### src/rtl/sha1_pkg.sv
// Shared types and constants of the SHA-1 hash engine.
package sha1_pkg;

  localparam int unsigned WordW    = 32;
  localparam int unsigned BlkWords = 16;
  localparam int unsigned Rounds   = 80;
  localparam int unsigned DigWords = 5;
  localparam int unsigned RndW     = $clog2(Rounds);
  localparam int unsigned IdxW     = 3;

  localparam logic [WordW-1:0] INIT_H0 = 32'h67452301;
  localparam logic [WordW-1:0] INIT_H1 = 32'hEFCDAB89;
  localparam logic [WordW-1:0] INIT_H2 = 32'h98BADCFE;
  localparam logic [WordW-1:0] INIT_H3 = 32'h10325476;
  localparam logic [WordW-1:0] INIT_H4 = 32'hC3D2E1F0;

  localparam logic [7:0] PAD_BYTE = 8'h80;

  typedef struct packed {
    logic            byte_wr;
    logic            pad;
    logic            len_wr;
    logic            len_clear;
    logic            load_work;
    logic            round;
    logic [RndW-1:0] rnd;
    logic            add_chain;
    logic            restart;
    logic            out_load;
  } sha1_cmd_t;

  typedef struct packed {
    logic [5:0] fill;
    logic       out_busy;
  } sha1_stat_t;

  function automatic logic [WordW-1:0] sha1_k(input logic [RndW-1:0] r);
    logic [WordW-1:0] k;
    if (r < RndW'(20))      k = 32'h5A827999;
    else if (r < RndW'(40)) k = 32'h6ED9EBA1;
    else if (r < RndW'(60)) k = 32'h8F1BBCDC;
    else                    k = 32'hCA62C1D6;
    return k;
  endfunction

endpackage

### src/rtl/sha1_dp.sv
// Datapath: block words, round registers, chaining words and bit count.
module sha1_dp
  import sha1_pkg::*;
(
  input  logic                      clk,
  input  logic                      rst,
  input  sha1_cmd_t                 cmd,
  input  logic [7:0]                data_byte,
  output logic [5:0]                fill,
  output logic [DigWords*WordW-1:0] chain_flat
);

  logic [WordW-1:0] w [BlkWords];
  logic [WordW-1:0] h [DigWords];
  logic [WordW-1:0] a, b, c, d, e;
  logic [63:0]      bit_count;
  logic [WordW-1:0] f, t, w_new;

  always_comb begin
    if (cmd.rnd < RndW'(20))
      f = (b & c) | (~b & d);
    else if (cmd.rnd < RndW'(40) || cmd.rnd >= RndW'(60))
      f = b ^ c ^ d;
    else
      f = (b & c) | (b & d) | (c & d);
    t = {a[26:0], a[31:27]} + f + e + sha1_k(cmd.rnd) + w[0];
    w_new = w[13] ^ w[8] ^ w[2] ^ w[0];
    w_new = {w_new[30:0], w_new[31]};
  end

  always_ff @(posedge clk) begin
    if (cmd.byte_wr) begin
      for (int i = 0; i < BlkWords; i++) begin
        for (int j = 0; j < 4; j++) begin
          if (fill == 6'(4 * i + j))
            w[i][8*(3-j) +: 8] <= data_byte;
        end
      end
    end else if (cmd.pad) begin
      for (int i = 0; i < BlkWords; i++) begin
        for (int j = 0; j < 4; j++) begin
          if (fill == 6'(4 * i + j))
            w[i][8*(3-j) +: 8] <= PAD_BYTE;
          else if (fill < 6'(4 * i + j))
            w[i][8*(3-j) +: 8] <= 8'h00;
        end
      end
    end else if (cmd.len_wr) begin
      if (cmd.len_clear) begin
        for (int i = 0; i < BlkWords - 2; i++) w[i] <= '0;
      end
      w[BlkWords-2] <= bit_count[63:32];
      w[BlkWords-1] <= bit_count[31:0];
    end else if (cmd.round) begin
      for (int i = 0; i < BlkWords - 1; i++) w[i] <= w[i+1];
      w[BlkWords-1] <= w_new;
    end
  end

  always_ff @(posedge clk) begin
    if (cmd.load_work) begin
      a <= h[0];
      b <= h[1];
      c <= h[2];
      d <= h[3];
      e <= h[4];
    end else if (cmd.round) begin
      a <= t;
      b <= a;
      c <= {b[1:0], b[31:2]};
      d <= c;
      e <= d;
    end
  end

  always_ff @(posedge clk) begin
    if (rst || cmd.restart) begin
      h[0]      <= INIT_H0;
      h[1]      <= INIT_H1;
      h[2]      <= INIT_H2;
      h[3]      <= INIT_H3;
      h[4]      <= INIT_H4;
      fill      <= '0;
      bit_count <= '0;
    end else begin
      if (cmd.byte_wr) begin
        fill      <= fill + 6'd1;
        bit_count <= bit_count + 64'd8;
      end
      if (cmd.add_chain) begin
        h[0] <= h[0] + a;
        h[1] <= h[1] + b;
        h[2] <= h[2] + c;
        h[3] <= h[3] + d;
        h[4] <= h[4] + e;
      end
    end
  end

  always_comb begin
    for (int i = 0; i < DigWords; i++)
      chain_flat[WordW*(DigWords-1-i) +: WordW] = h[i];
  end

endmodule

### src/rtl/sha1_out.sv
// Digest output buffer: holds five words and sends them most significant first.
module sha1_out
  import sha1_pkg::*;
(
  input  logic                      clk,
  input  logic                      rst,
  input  logic                      load,
  input  logic [DigWords*WordW-1:0] digest,
  output logic                      busy,
  output logic                      m_tvalid,
  input  logic                      m_tready,
  output logic [39:0]               m_tdata,  // digest_word[31:0], word_index[34:32], zeros
  output logic                      m_tlast   // last_word
);

  logic [DigWords*WordW-1:0] words;
  logic [IdxW-1:0]           idx;

  always_ff @(posedge clk) begin
    if (rst) begin
      busy <= 1'b0;
      idx  <= '0;
    end else if (load) begin
      busy <= 1'b1;
      idx  <= '0;
    end else if (busy && m_tready) begin
      if (idx == IdxW'(DigWords - 1)) busy <= 1'b0;
      idx <= idx + IdxW'(1);
    end
  end

  always_ff @(posedge clk) begin
    if (load)
      words <= digest;
    else if (busy && m_tready)
      words <= {words[(DigWords-1)*WordW-1:0], {WordW{1'b0}}};
  end

  assign m_tvalid = busy;
  assign m_tdata  = {5'b0, idx, words[DigWords*WordW-1 -: WordW]};
  assign m_tlast  = (idx == IdxW'(DigWords - 1));

endmodule

### src/rtl/sha1_ctrl.sv
// Controller: request intake, padding steps, round sequencing and digest hand-off.
module sha1_ctrl
  import sha1_pkg::*;
(
  input  logic       clk,
  input  logic       rst,
  input  logic       s_tvalid,
  input  logic       byte_valid,
  input  logic       last,
  output logic       s_tready,
  input  sha1_stat_t stat,
  output sha1_cmd_t  cmd
);

  localparam logic [2:0] ST_IDLE   = 3'd0;
  localparam logic [2:0] ST_LOAD   = 3'd1;
  localparam logic [2:0] ST_ROUND  = 3'd2;
  localparam logic [2:0] ST_ADD    = 3'd3;
  localparam logic [2:0] ST_PAD    = 3'd4;
  localparam logic [2:0] ST_LEN    = 3'd5;
  localparam logic [2:0] ST_DIGEST = 3'd6;

  localparam logic [1:0] STG_PLAIN = 2'd0;
  localparam logic [1:0] STG_FULL  = 2'd1;
  localparam logic [1:0] STG_EXTRA = 2'd2;
  localparam logic [1:0] STG_FINAL = 2'd3;

  logic [2:0]      state, state_next;
  logic [1:0]      stage, stage_next;
  logic [RndW-1:0] rnd, rnd_next;
  logic            accept;

  assign s_tready = (state == ST_IDLE);
  assign accept   = s_tvalid && s_tready;

  always_comb begin
    state_next = state;
    stage_next = stage;
    rnd_next   = rnd;
    cmd        = '0;
    cmd.rnd    = rnd;
    unique case (state)
      ST_IDLE: begin
        if (accept) begin
          cmd.byte_wr = byte_valid;
          if (byte_valid && stat.fill == 6'd63) begin
            stage_next = last ? STG_FULL : STG_PLAIN;
            state_next = ST_LOAD;
          end else if (last) begin
            state_next = ST_PAD;
          end
        end
      end
      ST_LOAD: begin
        cmd.load_work = 1'b1;
        rnd_next      = '0;
        state_next    = ST_ROUND;
      end
      ST_ROUND: begin
        cmd.round = 1'b1;
        rnd_next  = rnd + RndW'(1);
        if (rnd == RndW'(Rounds - 1)) state_next = ST_ADD;
      end
      ST_ADD: begin
        cmd.add_chain = 1'b1;
        unique case (stage)
          STG_PLAIN: state_next = ST_IDLE;
          STG_FULL:  state_next = ST_PAD;
          STG_EXTRA: state_next = ST_LEN;
          STG_FINAL: state_next = ST_DIGEST;
          default:   state_next = ST_IDLE;
        endcase
      end
      ST_PAD: begin
        cmd.pad = 1'b1;
        if (stat.fill[5:3] == 3'b111) begin
          stage_next = STG_EXTRA;
          state_next = ST_LOAD;
        end else begin
          stage_next = STG_PLAIN;
          state_next = ST_LEN;
        end
      end
      ST_LEN: begin
        cmd.len_wr    = 1'b1;
        cmd.len_clear = (stage == STG_EXTRA);
        stage_next    = STG_FINAL;
        state_next    = ST_LOAD;
      end
      ST_DIGEST: begin
        if (!stat.out_busy) begin
          cmd.out_load = 1'b1;
          cmd.restart  = 1'b1;
          stage_next   = STG_PLAIN;
          state_next   = ST_IDLE;
        end
      end
      default: state_next = ST_IDLE;
    endcase
  end

  always_ff @(posedge clk) begin
    if (rst) begin
      state <= ST_IDLE;
      stage <= STG_PLAIN;
      rnd   <= '0;
    end else begin
      state <= state_next;
      stage <= stage_next;
      rnd   <= rnd_next;
    end
  end

`ifndef NO_ASSERTIONS
  a_round_end: assert property (@(posedge clk) disable iff (rst)
    (state == ST_ROUND && rnd == RndW'(Rounds - 1)) |=> (state == ST_ADD))
    else $error("round loop did not end after the last round");

  a_out_free: assert property (@(posedge clk) disable iff (rst)
    cmd.out_load |-> !stat.out_busy)
    else $error("digest loaded while output buffer busy");

  a_empty_req: assert property (@(posedge clk) disable iff (rst)
    (accept && !byte_valid && !last) |=> (state == ST_IDLE))
    else $error("empty request started work");

  a_pad_fill: assert property (@(posedge clk) disable iff (rst)
    (state == ST_PAD && stage == STG_FULL) |-> (stat.fill == 6'd0))
    else $error("padding after full block with nonzero fill");
`endif

endmodule

### src/rtl/sha1_hash_engine_unit.sv
// Top level of the SHA-1 hash engine: byte requests in, digest words out.
//
//  channel   dir  tdata                              tuser       tlast
//  s_axis    in   data_byte[7:0]                     byte_valid  last
//  m_axis    out  digest_word[31:0], word_index[34:32]  -         last_word
//
// A request that does not complete a block stores its byte, if any; a request that fills the
// 64-byte block starts a compression in the round unit (load, 80 rounds, chain add).
// A last request adds pad and length steps plus one or two compressions, then
// hands the digest to the output buffer once it is free; the buffer sends five words.
// Reset is synchronous; the chaining words start at the standard initial values.
// s_tready is low while a block compresses, during the pad and length steps and while a digest waits for the buffer.
module sha1_hash_engine_unit
  import sha1_pkg::*;
(
  input  logic        clk,
  input  logic        rst,
  input  logic        s_tvalid,
  output logic        s_tready,
  input  logic [7:0]  s_tdata,   // data_byte[7:0]
  input  logic        s_tuser,   // byte_valid
  input  logic        s_tlast,
  output logic        m_tvalid,
  input  logic        m_tready,
  output logic [39:0] m_tdata,   // digest_word[31:0], word_index[34:32], zeros[39:35]
  output logic        m_tlast
);

  sha1_cmd_t                 cmd;
  sha1_stat_t                stat;
  logic [5:0]                fill;
  logic                      out_busy;
  logic [DigWords*WordW-1:0] chain_flat;

  assign stat.fill     = fill;
  assign stat.out_busy = out_busy;

  sha1_ctrl u_ctrl (
    .clk        (clk),
    .rst        (rst),
    .s_tvalid   (s_tvalid),
    .byte_valid (s_tuser),
    .last       (s_tlast),
    .s_tready   (s_tready),
    .stat       (stat),
    .cmd        (cmd)
  );

  sha1_dp u_dp (
    .clk        (clk),
    .rst        (rst),
    .cmd        (cmd),
    .data_byte  (s_tdata),
    .fill       (fill),
    .chain_flat (chain_flat)
  );

  sha1_out u_out (
    .clk      (clk),
    .rst      (rst),
    .load     (cmd.out_load),
    .digest   (chain_flat),
    .busy     (out_busy),
    .m_tvalid (m_tvalid),
    .m_tready (m_tready),
    .m_tdata  (m_tdata),
    .m_tlast  (m_tlast)
  );

endmodule
### config.mk
export PLATFORM = sky130hd
export DESIGN_NAME = sha1_hash_engine_unit
export DESIGN_NICKNAME = d
export VERILOG_FILES = /design/src/rtl/sha1_pkg.sv /design/src/rtl/sha1_dp.sv /design/src/rtl/sha1_out.sv /design/src/rtl/sha1_ctrl.sv /design/src/rtl/sha1_hash_engine_unit.sv
export SDC_FILE = /design/constraint.sdc
export NUM_CORES = 2
export LEC_CHECK = 0
export BUFFER_PORTS_ARGS = -buffer_cell sky130_fd_sc_hd__buf_2
export CELL_PAD_IN_SITES_DETAIL_PLACEMENT = 2
export CELL_PAD_IN_SITES_GLOBAL_PLACEMENT = 2
export CORE_MARGIN = 10
export CORE_UTILIZATION = 42
export CTS_CLUSTER_DIAMETER = 100
export DETAILED_ROUTE_END_ITERATION = 16
export GPL_TIMING_DRIVEN = 0
export PLACE_DENSITY_LB_ADDON = 0.05
export SLEW_MARGIN = 10
export SYNTH_ARGS = -nofsm -noshare
export SYNTH_HDL_FRONTEND = slang
export SYNTH_SLANG_ARGS = --single-unit
### constraint.sdc
create_clock -name clk -period 15 [get_ports clk]
set_input_delay 3 -clock clk [delete_from_list [all_inputs] [get_ports clk]]
set_output_delay 3 -clock clk [all_outputs]
set_load 0.01 [all_outputs]
==> out/results.tsv <==
stage	metric	value	unit
layout	fill cell count	15014	
layout	flip-flop and latch area	0.0272	mm^2
synth	Yosys top cell area share	0.289	
clocking	clk root buf	clkbuf_16	
synth	cell with the most instances after synthesis	nand2_1	
global_route	vias in the first global route	56812	
timing	final slew viol count	0	
power_and_ir_drop	maximum vdd drop	90.9	uV
flow_run	Max-Cap Viols	0	
placement	Cell Area, Placed	0.0620	mm^2
die	I/O pins	57	
detailed_routing	antenna-violating nets left	0	
critical_path	Top delay family on crit path	compound AO/OA/AOI/OAI gates	
timing	worst-margin pin slew	1.43	ns
critical_path	CP Launch Type	flip-flop	
global_route	global-route wire length before repair	411000	um
clocking	# Post-CTS Setup Buffers	0	
detailed_routing	WL final	288000	um
layout	cell area after layout	0.0661	mm^2
synth	sequential area share after synthesis	0.461	
synth	leading area contributor after synthesis	edfxtp_1	
critical_path	crit path max fanout	10	
timing	Slew Limit Headroom	0.0447	
timing	crit share post-route	0.636	
critical_path	worst endpoint required time	15.50	ns
die	total core area	0.140	mm^2
detailed_routing	via count	52814	
placement	routability cong.	0.999	
die	DIE AREA	0.156	mm^2
synth	share of flip-flops with an asynchronous set or reset	0	
detailed_routing	Vias per Instance	6.24	
layout	synthesis-to-finish area growth	12.2	%
global_route	initial antenna violation count	8	
timing	Period minus WS final	9.54	ns
clocking	Inserted Clock Buffers	131	
timing	skew final	0.0311	ns
critical_path	worst path bufs/invs	6	
clocking	PostCTS Resize Cnt	0	
critical_path	WS Path Type	reg2reg	
synth	Mean Syn Cell Area	9.38	um^2
synth	dominant cells by area after synthesis	edfxtp_1 29%, dfxtp_1 17%, a21oi_1 5.7%	
synth	Syn Std Cell Area	0.0589	mm^2
outcome	outcome	finished, final reports clean	
critical_path	crit path max-delay cell type	o41ai_1	
clocking	CTS tree	yes	
synth	synth warn	0	
power_and_ir_drop	Leak	24.6	nW
synth	ys flop type	edfxtp_1	
layout	share of layout cells above drive strength 1	0.0793	
die	FP Rows	137	
synth	Cell variety after synth	85	
placement	PortBufs	50	
timing	fmax	0.105	GHz
synth	#FFs+latches synth	1075	
die	Starting Density	0.422	
detailed_routing	DRT Pass-1 Iters	5	
critical_path	critical path arrival	10.03	ns
placement	hpwl dp	220000	um
synth	post-synthesis instance total	6280	
global_route	largest net degree at the start of global routing	66	
die	Die H	395	um
detailed_routing	DR WL/cell	34.0	um
timing	unrepaired setup endpoints after global routing	no	
timing	endpoints failing setup	0	
power_and_ir_drop	pwr dens	156	mW/mm^2
layout	# nets final	6849	
timing	setup TNS after final layout	0	ns
critical_path	Critical Path, Cell by Cell	clkbuf_1 -> a41o_1 -> or2_2 -> clkbuf_1 -> nand2_1 -> clkbuf_1 -> o21ai_0 -> fa_1 -> inv_1 -> fa_1 -> inv_1 -> fa_1 -> inv_1 -> ha_1 -> nor2b_1 -> o31a_1 -> o21a_1 -> o41ai_1 -> a211oi_1 -> a211oi_1 -> o2111ai_1 -> a21oi_1 -> xnor2_1 -> o21ai_0	
synth	top post-synthesis cells by count	754 x nand2_1, 667 x a21oi_1, 576 x nor2_1	
die	Chip Width	395	um
clocking	Hold-fix buffers, CTS	0	
critical_path	CP endpoint kind	flip-flop	
detailed_routing	Iter 0 DRT Violations	4454	
timing	Final Hold Fails	0	
global_route	GRT Overall Usage	0.358	
clocking	Longest Clk Path Bufs	3	
clocking	clock transition at the registers of the reported paths	0.06	ns
min_path	Hold Crit Class	reg2reg	
global_route	Overflow after GRT	0	
power_and_ir_drop	Overall Power	10.3	mW
synth	Post-synth EDFFs	567	
critical_path	Worst path max stage delay	0.82	ns
detailed_routing	DRC Markers	0	
clocking	CTS HTree Levels	4	
clocking	worst skew pair latency	0.80	ns
layout	area of the multi-input gates	0.0293	mm^2
layout	final core occ	0.474	
clocking	CTS sink count	1075	
[cell families after synthesis]
| logic type | after synthesis | share of synthesized area |
|---|---|---|
| buf+inv | 628 | 0.0432 |
| fa+ha+maj | 351 | 0.0903 |
| compound gates | 1771 | 0.182 |
| other cells | 1 | 0.0000636 |
| flops | 1075 | 0.461 |
| mux | 137 | 0.0260 |
| xor+xnor | 300 | 0.0446 |
| simple gates | 2017 | 0.153 |
[worst register-to-register path, stage by stage, from the launching register on]
cell and delay, ns:
dfxtp_1 0.31, clkbuf_1 0.32, a41o_1 0.56, or2_2 0.20, clkbuf_1 0.67, nand2_1 0.76
clkbuf_1 0.65, o21ai_0 0.66, fa_1 0.55, inv_1 0.10, fa_1 0.42, inv_1 0.09
fa_1 0.43, inv_1 0.07, ha_1 0.27, nor2b_1 0.17, o31a_1 0.27, o21a_1 0.21
o41ai_1 0.82, a211oi_1 0.26, a211oi_1 0.67, o2111ai_1 0.21, a21oi_1 0.32, xnor2_1 0.17
o21ai_0 0.10
[layer usage]
metal  vias to the layer above  GRT usage  share of wire
met5                         -          0              0
met4                         0      0.248          0.084
met3                       731     0.0482          0.054
met2                      1946      0.608           0.48
met1                     27307      0.418           0.38
li1                      22830          -              -
[placed cells by master (no fill, tap or decap), types with 124 or more instances in the layout]
cell	count
dfxtp_1	508
fa_1	124
clkbuf_16	135
a21oi_1	667
a211oi_1	244
nor2_1	575
nand2_1	754
inv_1	250
nand3_1	154
edfxtp_1	567
xnor2_1	168
o21ai_0	401
ha_1	227
clkbuf_1	299
nor3_1	163
xor2_1	132
mux2_2	130
[final timing paths]
| check | to | start | slack (ns) | cells past startpoint |
|---|---|---|---|---|
| max reg2reg | u_dp.a[31] | u_ctrl.rnd[2] | 5.46 | 24 |
| min reg2reg | u_dp.w[6][21] | u_dp.w[6][21] | 0.47 | 2 |
| min | u_dp.w[6][21] | u_dp.w[6][21] | 0.47 | 2 |
| max | u_dp.a[31] | u_ctrl.rnd[2] | 5.46 | 24 |
[where the power goes]
part           internal (mW)  total, mW  switching, mW  leakage (nW)
clock                   1.80       3.19           1.39          2.01
combinational           1.09       2.99           1.90          13.3
sequential              3.63       4.13          0.493          9.20
total                   6.52       10.3           3.79          24.6
[cell type report]
| cell class | instances | share of cell area |
|---|---|---|
| diodes | 2 | 0.0000757 |
| well taps | 1876 | 0.0355 |
| clock inverters | 56 | 0.00763 |
| multi-input cells | 4581 | 0.442 |
| clock buffers | 177 | 0.0551 |
| flip-flops and latches | 1075 | 0.411 |
| repair buffers | 67 | 0.00925 |
| inverters | 251 | 0.0144 |
| plain buffers | 377 | 0.0244 |
[registers in the layout, summed over array words and instances (netlist names), 7 cells and up]
| signal | cells |
|---|---|
| u_ctrl.rnd | 7 |
| u_dp.a | 32 |
| u_dp.b | 32 |
| u_dp.bit_count | 61 |
| u_dp.c | 32 |
| u_dp.d | 32 |
| u_dp.e | 32 |
| u_dp.h | 160 |
| u_dp.w | 512 |
| u_out.words | 160 |
[per-stage QoR]
step	worst slack [ns]	instances	hold WS, ns
after detailed placement	5.73	8226	0.470
after global placement	-8.24	8210	0.458
after global routing	5.26	8460	0.510
final	5.46	8462	0.472
after CTS	5.59	8459	0.479
after floorplan	2.13	6284	0.425
(Power assumes the default switching activity.)
